`src/sv/ple_pkg.sv`:
```
`timescale 1ns / 1ps

package ple_pkg;

  localparam int OP_W       = 3;
  localparam int VAL_W      = 32;
  localparam int POS_W      = 5;
  localparam int CNT_OUT_W  = 5;
  localparam int CAPACITY_D = 16;

  typedef enum logic [OP_W-1:0] {
    OP_INS_FRONT = 3'd0,
    OP_INS_END   = 3'd1,
    OP_INS_POS   = 3'd2,
    OP_DEL_FRONT = 3'd3,
    OP_DEL_END   = 3'd4,
    OP_DEL_POS   = 3'd5,
    OP_SEARCH    = 3'd6
  } op_t;

endpackage

```
`src/sv/positional_list_engine.sv`:
```
`timescale 1ns / 1ps
// One request at a time; the next start is taken in the strobe cycle. Failed or
//   unused requests strobe the result without leaving idle. Every step of a
//   shift or scan is a registered read of the entry store, then a write or a
//   compare.
// Reset clears the count and the sequencer; entry contents stay undefined until written.
module positional_list_engine import ple_pkg::*; #(
  parameter int CAPACITY = CAPACITY_D
) (
  input  logic                        clk,
  input  logic                        rst_n,
  input  logic                        start,
  output logic                        busy,
  input  logic [OP_W-1:0]             in_op,
  input  logic signed [VAL_W-1:0]     in_value_in,
  input  logic [POS_W-1:0]            in_position,
  output logic                        out_valid,
  output logic                        out_ok,
  output logic signed [VAL_W-1:0]     out_value_out,
  output logic [CNT_OUT_W-1:0]        out_count
);

  localparam int AW   = $clog2(CAPACITY);
  localparam int CW   = $clog2(CAPACITY + 1);
  localparam int CMPW = (CW > POS_W) ? CW : POS_W;
  localparam logic [CMPW-1:0] CAP_C = CMPW'(CAPACITY);

  typedef enum logic [3:0] {
    ST_IDLE,
    ST_INS_RD,
    ST_INS_MV,
    ST_INS_NEW,
    ST_DEL_RD,
    ST_DEL_GET,
    ST_SH_RD,
    ST_SH_MV,
    ST_DEL_END,
    ST_SR_RD,
    ST_SR_CMP
  } state_t;

  state_t                   state_r, state_nxt;
  logic [CW-1:0]            count_r, count_nxt;
  logic [CW-1:0]            idx_r, idx_nxt;
  logic [CW-1:0]            pos_r, pos_nxt;
  logic [VAL_W-1:0]         value_r, value_nxt;
  logic [VAL_W-1:0]         removed_r, removed_nxt;
  logic                     out_valid_r, out_valid_nxt;
  logic                     out_ok_r, out_ok_nxt;
  logic [VAL_W-1:0]         out_value_r, out_value_nxt;

  logic [VAL_W-1:0]         mem [CAPACITY];
  logic [VAL_W-1:0]         rdata_r;
  logic                     mem_we;
  logic [AW-1:0]            mem_waddr;
  logic [AW-1:0]            mem_raddr;
  logic [VAL_W-1:0]         mem_wdata;

  logic [CMPW-1:0]          cnt_ext;
  logic [CMPW-1:0]          tgt;
  logic [CW-1:0]            idx_dec;
  logic [CW-1:0]            idx_inc;
  logic [CW:0]              idx_inc2;

  assign busy          = (state_r != ST_IDLE);
  assign out_valid     = out_valid_r;
  assign out_ok        = out_ok_r;
  assign out_value_out = out_value_r;
  assign out_count     = CNT_OUT_W'(CMPW'(count_r));

  assign cnt_ext  = CMPW'(count_r);
  assign idx_dec  = idx_r - CW'(1);
  assign idx_inc  = idx_r + CW'(1);
  assign idx_inc2 = (CW + 1)'(idx_r) + (CW + 1)'(2);

  always_ff @(posedge clk) begin
    if (mem_we) begin
      mem[mem_waddr] <= mem_wdata;
    end
    rdata_r <= mem[mem_raddr];
  end

  always_comb begin
    state_nxt     = state_r;
    count_nxt     = count_r;
    idx_nxt       = idx_r;
    pos_nxt       = pos_r;
    value_nxt     = value_r;
    removed_nxt   = removed_r;
    out_valid_nxt = 1'b0;
    out_ok_nxt    = out_ok_r;
    out_value_nxt = out_value_r;
    mem_we        = 1'b0;
    mem_waddr     = idx_r[AW-1:0];
    mem_raddr     = idx_r[AW-1:0];
    mem_wdata     = rdata_r;
    tgt           = CMPW'(in_position);

    unique case (state_r)
      ST_IDLE: begin
        if (start) begin
          value_nxt     = in_value_in;
          out_ok_nxt    = 1'b0;
          out_value_nxt = '0;
          unique case (op_t'(in_op))
            OP_INS_FRONT, OP_INS_END, OP_INS_POS: begin
              if (op_t'(in_op) == OP_INS_FRONT) begin
                tgt = '0;
              end else if (op_t'(in_op) == OP_INS_END) begin
                tgt = cnt_ext;
              end
              if (cnt_ext >= CAP_C || tgt > cnt_ext) begin
                out_valid_nxt = 1'b1;
              end else begin
                pos_nxt   = tgt[CW-1:0];
                idx_nxt   = count_r;
                state_nxt = (cnt_ext > tgt) ? ST_INS_RD : ST_INS_NEW;
              end
            end
            OP_DEL_FRONT, OP_DEL_END, OP_DEL_POS: begin
              if (op_t'(in_op) == OP_DEL_FRONT) begin
                tgt = '0;
              end else if (op_t'(in_op) == OP_DEL_END) begin
                tgt = cnt_ext - CMPW'(1);
              end
              if (count_r == '0 || tgt >= cnt_ext) begin
                out_valid_nxt = 1'b1;
              end else begin
                idx_nxt   = tgt[CW-1:0];
                state_nxt = ST_DEL_RD;
              end
            end
            OP_SEARCH: begin
              if (count_r == '0) begin
                out_valid_nxt = 1'b1;
              end else begin
                idx_nxt   = '0;
                state_nxt = ST_SR_RD;
              end
            end
            default: begin
              out_valid_nxt = 1'b1;
            end
          endcase
        end
      end
      // Shift up from the tail, one entry per read/write pair
      ST_INS_RD: begin
        mem_raddr = idx_dec[AW-1:0];
        state_nxt = ST_INS_MV;
      end
      ST_INS_MV: begin
        mem_we    = 1'b1;
        mem_waddr = idx_r[AW-1:0];
        mem_wdata = rdata_r;
        idx_nxt   = idx_dec;
        state_nxt = (idx_dec == pos_r) ? ST_INS_NEW : ST_INS_RD;
      end
      ST_INS_NEW: begin
        mem_we        = 1'b1;
        mem_waddr     = pos_r[AW-1:0];
        mem_wdata     = value_r;
        count_nxt     = count_r + CW'(1);
        out_ok_nxt    = 1'b1;
        out_valid_nxt = 1'b1;
        state_nxt     = ST_IDLE;
      end
      ST_DEL_RD: begin
        mem_raddr = idx_r[AW-1:0];
        state_nxt = ST_DEL_GET;
      end
      ST_DEL_GET: begin
        removed_nxt = rdata_r;
        state_nxt   = (idx_inc < count_r) ? ST_SH_RD : ST_DEL_END;
      end
      // Close the gap, pulling each later entry down by one
      ST_SH_RD: begin
        mem_raddr = idx_inc[AW-1:0];
        state_nxt = ST_SH_MV;
      end
      ST_SH_MV: begin
        mem_we    = 1'b1;
        mem_waddr = idx_r[AW-1:0];
        mem_wdata = rdata_r;
        idx_nxt   = idx_inc;
        state_nxt = (idx_inc2 < (CW + 1)'(count_r)) ? ST_SH_RD : ST_DEL_END;
      end
      ST_DEL_END: begin
        count_nxt     = count_r - CW'(1);
        out_ok_nxt    = 1'b1;
        out_value_nxt = removed_r;
        out_valid_nxt = 1'b1;
        state_nxt     = ST_IDLE;
      end
      ST_SR_RD: begin
        mem_raddr = idx_r[AW-1:0];
        state_nxt = ST_SR_CMP;
      end
      ST_SR_CMP: begin
        if (rdata_r == value_r) begin
          out_ok_nxt    = 1'b1;
          out_valid_nxt = 1'b1;
          state_nxt     = ST_IDLE;
        end else if (idx_inc >= count_r) begin
          out_valid_nxt = 1'b1;
          state_nxt     = ST_IDLE;
        end else begin
          idx_nxt   = idx_inc;
          state_nxt = ST_SR_RD;
        end
      end
      default: begin
        state_nxt = ST_IDLE;
      end
    endcase
  end

  always_ff @(posedge clk) begin
    if (!rst_n) begin
      state_r     <= ST_IDLE;
      count_r     <= '0;
      out_valid_r <= 1'b0;
    end else begin
      state_r     <= state_nxt;
      count_r     <= count_nxt;
      out_valid_r <= out_valid_nxt;
    end
    idx_r       <= idx_nxt;
    pos_r       <= pos_nxt;
    value_r     <= value_nxt;
    removed_r   <= removed_nxt;
    out_ok_r    <= out_ok_nxt;
    out_value_r <= out_value_nxt;
  end

endmodule

```
`config.mk`:
```
export PLATFORM = sky130hd
export DESIGN_NAME = positional_list_engine
export DESIGN_NICKNAME = d
export VERILOG_FILES = /design/src/sv/ple_pkg.sv /design/src/sv/positional_list_engine.sv
export SDC_FILE = /design/constraint.sdc
export NUM_CORES = 1
export LEC_CHECK = 0
export ABC_AREA = 0
export CAP_MARGIN = 25
export CORE_MARGIN = 2
export CORE_UTILIZATION = 30
export CTS_CLUSTER_SIZE = 25
export DETAILED_ROUTE_END_ITERATION = 8
export DONT_BUFFER_PORTS = 1
export GPL_TIMING_DRIVEN = 0
export HOLD_SLACK_MARGIN = 0.02
export PLACE_DENSITY_LB_ADDON = 0.1
export SLEW_MARGIN = 20
export SYNTH_ARGS = -nofsm -noshare
export SYNTH_HDL_FRONTEND = slang
export SYNTH_SLANG_ARGS = --single-unit
export TNS_END_PERCENT = 1
```
`constraint.sdc`:
```
create_clock -name clk -period 8.35 [get_ports clk]
set_input_delay 1.67 -clock clk [delete_from_list [all_inputs] [get_ports clk]]
set_output_delay 1.67 -clock clk [all_outputs]
set_load 0.005 [all_outputs]
```
**Yosys cells after proc, flatten, opt, wreduce, memory -nomap -nowiden**

Memories as Yosys holds them, arrays and structs flattened. A register that Yosys moved wholly into a read port is not among the register bits.
Index checks and enable logic that the tools add are counted.

- Register bits: 117
- Bits in writable memories: 512
- Bits of input ports: 43
- Logic and storage cells: 119
- Memories: 1

Memories:

| memory | words | bits a word | rd ports | clocked after Yosys merged registers in | write ports | RTL line | source |
|---|---|---|---|---|---|---|---|
| mem | 16 | 32 | 1 | 1 | 1 | positional_list_engine.sv:52 | `logic [VAL_W-1:0] mem [CAPACITY];` |

- Add/subtract/negate cells: 5
- $lt $le $gt $ge: 7
- Equal/unequal tests: 26
- Multiplexer cells: 50
- Bitwise logic cells: 1
- Reduce and logical (&&, ||, !) cells: 20

Operators with widths:

| cell | count |
|---|---|
| $mux W5 | 16 |
| $mux W32 | 2 |
| $pmux W32 S2 | 1 |
| $mux W4 | 9 |
| $pmux W4 S9 | 1 |
| $eq A32 B32 Y1 | 1 |
| $pmux W5 S4 | 1 |
| $eq A4 B3 Y1 const B | 4 |
| $pmux W5 S3 | 1 |
| $eq A4 B4 Y1 const B | 3 |
| $pmux W4 S3 | 1 |
| $mux W1 | 11 |
| $add A5 B1 Y5 const B | 2 |
| $ge A5 B5 Y1 | 2 |
| $gt A5 B5 Y1 | 2 |
| $pmux W5 S2 | 1 |
| $sub A5 B1 Y5 const B | 2 |
| $eq A3 B3 Y1 const B | 3 |
| $ne A3 B3 Y1 const B | 3 |
| $pmux W1 S3 | 3 |
| $reduce_or A3 Y1 | 3 |
| $eq A4 B2 Y1 const B | 2 |
| $ne A2 B2 Y1 const B | 4 |
| $pmux W4 S2 | 1 |
| other kinds (24) | 30 |

**Depth between registers and ports, before layout**

Gate-level depths: netlist of run 1.

- Word-level depth: 12
- Gate-level depth with buffers: 13
- Depth with buffers taken out: 12

**Worst setup path after synthesis of run 1**

Ideal clock, no wire load.

- Path type: in2reg
- Start: in in_op[1]
- End: reg idx_r[0], enable pin
- Library setup time: 263 ps
- Arrival: 3786 ps
- Setup slack: 4301 ps
- Cell stages on the path: 10
- Path buffers: 2
- Path through: clkbuf_1 -> or2_2 -> clkbuf_1 -> o21a_1 -> ha_1 -> a21o_1 -> a221oi_1 -> a21o_1 -> nor3_1 -> o21a_1

- Word-level cells in the longest chain between the ends: 10

RTL lines:

| what | RTL line | source |
|---|---|---|
| start: declaration | positional_list_engine.sv:14 | `input logic [OP_W-1:0] in_op,` |
| $eq A3 B3 Y1 or $eq A3 B1 Y1 (tied branches) | positional_list_engine.sv:105, positional_list_engine.sv:123, positional_list_engine.sv:109 |  |
| $mux W5, on equally long branches | positional_list_engine.sv:123, positional_list_engine.sv:109 |  |
| $mux W5, on equally long branches | positional_list_engine.sv:121, positional_list_engine.sv:107 |  |
| $mux W5 | positional_list_engine.sv:105 | `unique case (op_t'(in_op))` |
| $mux W5 | positional_list_engine.sv:101 | `if (start) begin` |
| $mux W5 | positional_list_engine.sv:99 | `unique case (state_r)` |
| $ge A5 B5 Y1 or $gt A5 B5 Y1 (tied branches) | positional_list_engine.sv:126, positional_list_engine.sv:112 |  |
| $logic_or A1 B1 Y1, on equally long branches | positional_list_engine.sv:126, positional_list_engine.sv:112 |  |
| $ne A3 B3 Y1 (no source line) | n/a |  |
| $reduce_and A8 Y1 (no source line) * | n/a |  |
| end signal: assignment | positional_list_engine.sv:228 | `idx_r <= idx_nxt;` |
| end: declaration | positional_list_engine.sv:44 | `logic [CW-1:0] idx_r, idx_nxt;` |

Mark *: on every way between the ends. The rest lies on a longest branch, timed or not. The select of a mux whose other input is x is not followed.
A chain may end at the register's enable or synchronous reset.

**Worst setup path in the final report of run 1**

- Start: reg state_r[2]
- End: mem mem[0][9], enable pin

- Word-level cells in the longest chain between the ends: 5

RTL lines:

| what | RTL line | source |
|---|---|---|
| start: declaration | positional_list_engine.sv:42 | `state_t state_r, state_nxt;` |
| start signal: assignment | positional_list_engine.sv:224 | `state_r <= state_nxt;` |
| $eq A4 B3 Y1 or $eq A4 B2 Y1 (tied branches) | positional_list_engine.sv:99 |  |
| $reduce_or A3 Y1 (no source line) | n/a |  |
| $mux W1 | positional_list_engine.sv:99 |  |
| $mux W1 | positional_list_engine.sv:77 | `if (mem_we) begin` |
| $mux W1 (implied by the code) | positional_list_engine.sv:78 | `mem[mem_waddr] <= mem_wdata;` |
| end: declaration | positional_list_engine.sv:52 |  |

Several ways; a longest one is shown, not always the timed one.

==> results of run 1 <==
-- registers in the layout, indices dropped and copies added (netlist names) --
signal,count
out_count,5
out_value_out,32
out_valid,1
mem,512
out_ok,1
idx_r,5
rdata_r,32
pos_r,5
removed_r,32
state_r,4
value_r,32
-- layer usage --
layer,vias up,track usage [%]
met4,0,4.21
met1,7175,22.6
met2,318,27.7
met3,88,2.78
met5,-,0
li1,6162,-
-- cells by family (layout without fill, tap and decap cells) --
family	Yosys count	after routing	synth area share (%)
AO/OA/AOI/OAI	98	98	2.46
XOR/XNOR	53	53	1.78
adder cells (fa/ha/maj)	27	27	1.25
buffers and inverters	93	278	1.89
flip-flops	661	661	71.7
multiplexers	388	388	17.4
other	0	1	0
AND/OR/NAND/NOR	180	180	3.43
-- critical path: stages, from the launching register on --
cell and delay [ns]:
dfxtp_1 0.29, buf_2 0.17, nand2b_1 0.22, nor3_1 0.31
clkbuf_1 0.61, buf_1 0.77, a31oi_1 0.52, nor2_4 0.64
buf_16 0.24
-- where the power goes --
group / internal, mW / total [mW] / switching (mW)
logic: 1.48 / 3.74 / 2.26
clock network: 2.03 / 3.38 / 1.35
registers: 4.36 / 4.56 / 0.204
-- layout make-up --
class                      instances  share of cell area [%]
antenna                            1                 0.00778
buffer                            73                    1.36
clock buffer                     105                    6.71
clock inverter                    38                    1.18
inverter                          20                   0.241
multi-input combinational        746                    22.6
sequential                       661                    60.4
tap                             1176                    4.57
timing repair buffer              42                    2.88
-- synth_stat cells, types with 5 or more instances --
master / number / area (sq um)
mux4_2: 64 / 1440
xor2_1: 6 / 52.6
nor3_1: 12 / 60.1
edfxtp_1: 619 / 18600
a21oi_1: 22 / 110
nand2b_1: 11 / 68.8
buf_4: 27 / 203
clkbuf_1: 27 / 101
nand4_1: 11 / 68.8
xnor2_1: 46 / 403
nand2_1: 36 / 135
o21a_1: 8 / 60.1
nor2_1: 41 / 154
mux2i_1: 292 / 2920
a31oi_1: 7 / 43.8
buf_2: 7 / 35.0
and3_1: 5 / 31.3
nand3_1: 8 / 40.0
buf_6: 7 / 78.8
nor2b_1: 5 / 31.3
a21boi_0: 7 / 52.6
o21ai_0: 13 / 65.1
ha_1: 27 / 338
inv_1: 20 / 75.1
dfxtp_1: 42 / 841
and2_1: 36 / 225
mux2_2: 32 / 360
a211oi_1: 5 / 37.5
-- path summary, 6_finish.rpt --
kind / from / end / cells past startpoint
worst max-delay path: state_r[2]$_SDFFE_PN0P_ / mem[0][9]$_DFFE_PP_ / 8
worst max register to register: state_r[2]$_SDFFE_PN0P_ / mem[0][9]$_DFFE_PP_ / 8
worst min register to register: rdata_r[0]$_DFF_P_ / removed_r[0]$_DFFE_PN_ / 0
worst min-delay path: rdata_r[0]$_DFF_P_ / removed_r[0]$_DFFE_PN_ / 0
-- metrics by stage --
step           hold WS (ns)  worst slack [ns]  std cells  util, %
2_1_floorplan         0.447              4.30       1500        -
3_3_place_gp          0.461              1.21       2676     31.8
3_5_place_dp          0.460              3.75       2717     33.0
4_1_cts               0.476              4.22       2860     35.8
5_1_grt               0.486              4.00       2861     35.8
6_report              0.475              4.26       2862     35.8
==> flow_summary.json, run 1 <==
{
  "clockRootBuffer": "clkbuf_16",
  "synth_area_sq_um": 27100,
  "area_growth_pct": 18.8,
  "holdCritPathClass": "register to register",
  "slew_viol_final": 0,
  "clock_latency_ns": 0.61,
  "critPathLaunchType": "register",
  "clock_sinks": 661,
  "vdd_ir_drop_max_v": 0.000187,
  "coreArea_sq_um": 89700,
  "cellPowerDensity_nw_per_um2": 363,
  "rows": 110,
  "synth.distinct_cells": 63,
  "drt_iter0_drc": 879,
  "initial_core_util_pct": 30.2,
  "placed_area_sq_um": 29600,
  "yosysWarnings": 0,
  "cts_post_setup_buffers_inserted": 0,
  "tightestPinTransition_ns": 1.06,
  "ctsLongestPathBuffers": 3,
  "layout_commonest_cell": "edfxtp_1",
  "cts_hold_buf": 0,
  "wl_met1_mm": 35.6,
  "met3_length_mm": 3.09,
  "fin_tns_setup_ns": 0,
  "cts.repair.resized": 0,
  "outcome": "completed",
  "hpwl_mm": 51.8,
  "nFillCells": 8435,
  "end_kind": "register",
  "dieArea_sq_um": 92700,
  "rrSetupSlack_ns": 4.26,
  "ys_seq_area_share_pct": 71.7,
  "die_y_microns": 304,
  "grt_max_degree": 35,
  "syn_nets": 1570,
  "final.setup_skew_ns": 0.0201,
  "async_reset_ff_share_pct": 0,
  "grt_remaining_overflow": 0,
  "post-route-drc-count": 0,
  "post-route-period-util_pct": 49.0,
  "period_minus_slack_ns": 4.09,
  "cts_tree": "done",
  "wl_mm": 77.3,
  "crit_required_ns": 8.66,
  "grt_pass1_wl_mm": 108,
  "drv_cap": 0,
  "viasPerCell": 4.80,
  "gp_congestion": 0.805,
  "path_class": "register to register",
  "wl_met2_mm": 37.3,
  "final_area_sq_um": 32200,
  "arrival_ns": 4.40,
  "ys_seq_elements": 661,
  "final_hold_viol_count": 0,
  "multi_input_area_sq_um": 7280,
  "clock.fmax_ghz": 0.244,
  "port_buffers": 0,
  "setup-violations-final": 0,
  "ios": 83,
  "cp_max_fo": 13,
  "p_leak_nw": 11.1,
  "synth_edf_count": 619,
  "power_mw": 11.7,
  "numCtsBuffers": 78,
  "clk_pin_slew_ns": 0.06,
  "rsz0062_at_grt": "false",
  "layout_common_cells": "edfxtp_1, mux2i_1, clkbuf_16, mux4_2, clkbuf_1",
  "grt_pass1_vias": 14200,
  "topRoutingLayerUsed": "met4",
  "syn_avg_cell_area_sq_um": 18.1,
  "synthFlopType": "edfxtp_1",
  "grt.total_usage_pct": 16.6,
  "seq_area_sq_um": 19400,
  "drive_above_1_share_pct": 18.6,
  "htree_levels": 3,
  "dr.pass1.iters": 5,
  "die_w_microns": 304,
  "drtAntennaViolNets": 0,
  "netlist_instances": 1500,
  "antenna_found_initial": 1,
  "avgRoutedWirePerCell_microns": 27.0,
  "relSlewSlack_pct": 29.3,
  "nets": 1692,
  "vias": 13700
}
Note: power is estimated with default switching activity, not from simulation.
==> inputs of run 2 (changes only) <==
==> constraint.sdc (replaced) <==
create_clock -name clk -period 3.3 [get_ports clk]
set_input_delay 0.66 -clock clk [delete_from_list [all_inputs] [get_ports clk]]
set_output_delay 0.66 -clock clk [all_outputs]
set_load 0.005 [all_outputs]
==> flow_summary.json, run 2 (same netlist as run 1, synthesis figures left out) <==
{
  "clock_sinks": 661,
  "nets": 1693,
  "num_antenna_cells": 0,
  "clk_pin_slew_ns": 0.06,
  "die_y_microns": 304,
  "drv_cap": 0,
  "final_area_sq_um": 32300,
  "arrival_ns": 3.50,
  "largest_reg_flops": 512,
  "max_stage_delay_ns": 0.44,
  "grt_pass1_vias": 14200,
  "hp-start": "in_value_in[29]",
  "numCtsBuffers": 79,
  "dpl_worst_slack_ns": -0.868,
  "tightestPinTransition_ns": 1.06,
  "use_met1_pct": 23.2,
  "drt_iter0_drc": 1077,
  "placed_area_sq_um": 29600,
  "combPwrFrac_pct": 32.1,
  "critPathLaunchType": "register",
  "rsz0062_at_grt": "true",
  "cts_hold_buf": 0,
  "final_hold_viol_count": 0,
  "coreArea_sq_um": 89700,
  "layout_common_cells": "edfxtp_1, mux2i_1, clkbuf_16, mux4_2, xnor2_1",
  "final.setup_skew_ns": 0.0202,
  "dr.pass1.iters": 5,
  "power.internal_mw": 20.0,
  "grt_pass1_wl_mm": 108,
  "grt_use_met2_pct": 26.6,
  "drtAntennaViolNets": 0,
  "cts_tree": "done",
  "post-route-drc-count": 0,
  "min_path_cells": 0,
  "seqPwrFrac_pct": 38.9,
  "relSlewSlack_pct": 28.5,
  "use_met3_pct": 2.34,
  "vias": 13700,
  "drive_above_1_share_pct": 20.2,
  "grt_max_degree": 35,
  "area_growth_pct": 19.3,
  "setup-violations-final": 0,
  "fin_util_pct": 36.0,
  "viasPerCell": 4.79,
  "power_frac_clock_pct": 29.0,
  "clock_latency_ns": 0.62,
  "port_buffers": 0,
  "max_flop_register": "mem",
  "vdd_ir_drop_max_v": 0.000507,
  "period_minus_slack_ns": 3.17,
  "dieArea_sq_um": 92700,
  "slew_viol_final": 0,
  "rr_startpoint": "out_count[0]$_SDFFE_PN0P_",
  "outcome": "completed",
  "htree_levels": 3,
  "reg2reg_depth": 12,
  "crit_required_ns": 3.63,
  "clockRootBuffer": "clkbuf_16",
  "ios": 83,
  "end_kind": "register",
  "clock.fmax_ghz": 0.315,
  "holdCritPathClass": "input pin to register",
  "grt_remaining_overflow": 0,
  "hpwl_mm": 51.1,
  "worst_path_max_delay_cell": "dfxtp_4",
  "p_sw_mw": 9.66,
  "crit_path_start": "out_count[0]$_SDFFE_PN0P_",
  "antenna_found_initial": 0,
  "cellPowerDensity_nw_per_um2": 917,
  "layout_commonest_cell": "edfxtp_1",
  "nFillCells": 8394,
  "crit_chain": "buf_4 > inv_1 > ha_1 > and3_1 > nor2_1 > nor2_1 > a211oi_1 > ha_1 > or3_1 > o211a_1 > nor3_1 > o21a_2",
  "initial_core_util_pct": 30.2,
  "rows": 110,
  "ctsLongestPathBuffers": 3,
  "wl_mm": 76.5,
  "p_leak_nw": 11.2,
  "die_w_microns": 304,
  "fin_tns_setup_ns": 0,
  "p_sw_share_pct": 32.6,
  "path_class": "register to register",
  "cp_max_fo": 9,
  "gp_congestion": 0.817,
  "grt.busiest_layer": "met2",
  "avgRoutedWirePerCell_microns": 26.7,
  "post-route-period-util_pct": 96.1,
  "setup_ws_ns": 0.130,
  "grt.total_usage_pct": 16.5,
  "timing.hold.ws_ns": 0.130
}
[run 2: worst paths after layout]
path	end	slack, ns
setup / recovery	idx_r[3]$_DFFE_PP_	0.13
hold / removal	value_r[29]$_DFFE_PP_	0.13
setup reg to reg	idx_r[3]$_DFFE_PP_	0.13
hold reg to reg	removed_r[13]$_DFFE_PN_	0.47
[run 2: layout make-up]
class / instances / area, sq um / share of cell area [%]
buffer: 73 / 483 / 1.50
inverter: 20 / 77.6 / 0.240
sequential: 661 / 19400 / 60.2
clock inverter: 34 / 342 / 1.06
timing repair buffer: 42 / 917 / 2.84
multi-input combinational: 746 / 7330 / 22.7
tap: 1176 / 1470 / 4.56
clock buffer: 112 / 2240 / 6.95
[run 2: metal layers]
layer | routed length (microns) | part of all wire [%]
met5 | 0 | 0
met4 | 1580 | 2.1
met3 | 2600 | 3.4
met2 | 36000 | 47
met1 | 36300 | 47
[run 2: worst max-delay path, delay by kind of cell, from the launching register on]
family,cells,cell delay [ns]
compound gates,3,0.65
flops,1,0.44
simple gates,5,0.97
buf+inv,2,0.30
fa+ha+maj,2,0.52
[run 2: power by group through the flow]
stage	logic (mW)	clock network (mW)	registers, mW
floorplan	6.31	0	11.5
global placement	9.46	0	11.7
detailed placement	9.68	0	11.7
CTS	9.74	8.85	11.5
global route	10.2	9.18	11.6
finish	9.52	8.58	11.5
[run 2: repair_timing]
action,4_1_cts,5_1_grt
buffers inserted,4,0
resized for setup,26,12
setup endpoints to repair,434,131
pin swaps,2,0
[run 2: through the flow]
step           total power, mW  cells
3_3_place_gp              21.2   2676
4_1_cts                   30.1   2864
3_5_place_dp              21.4   2714
5_1_grt                   31.0   2864
2_1_floorplan             17.8   1500
6_report                  29.6   2864
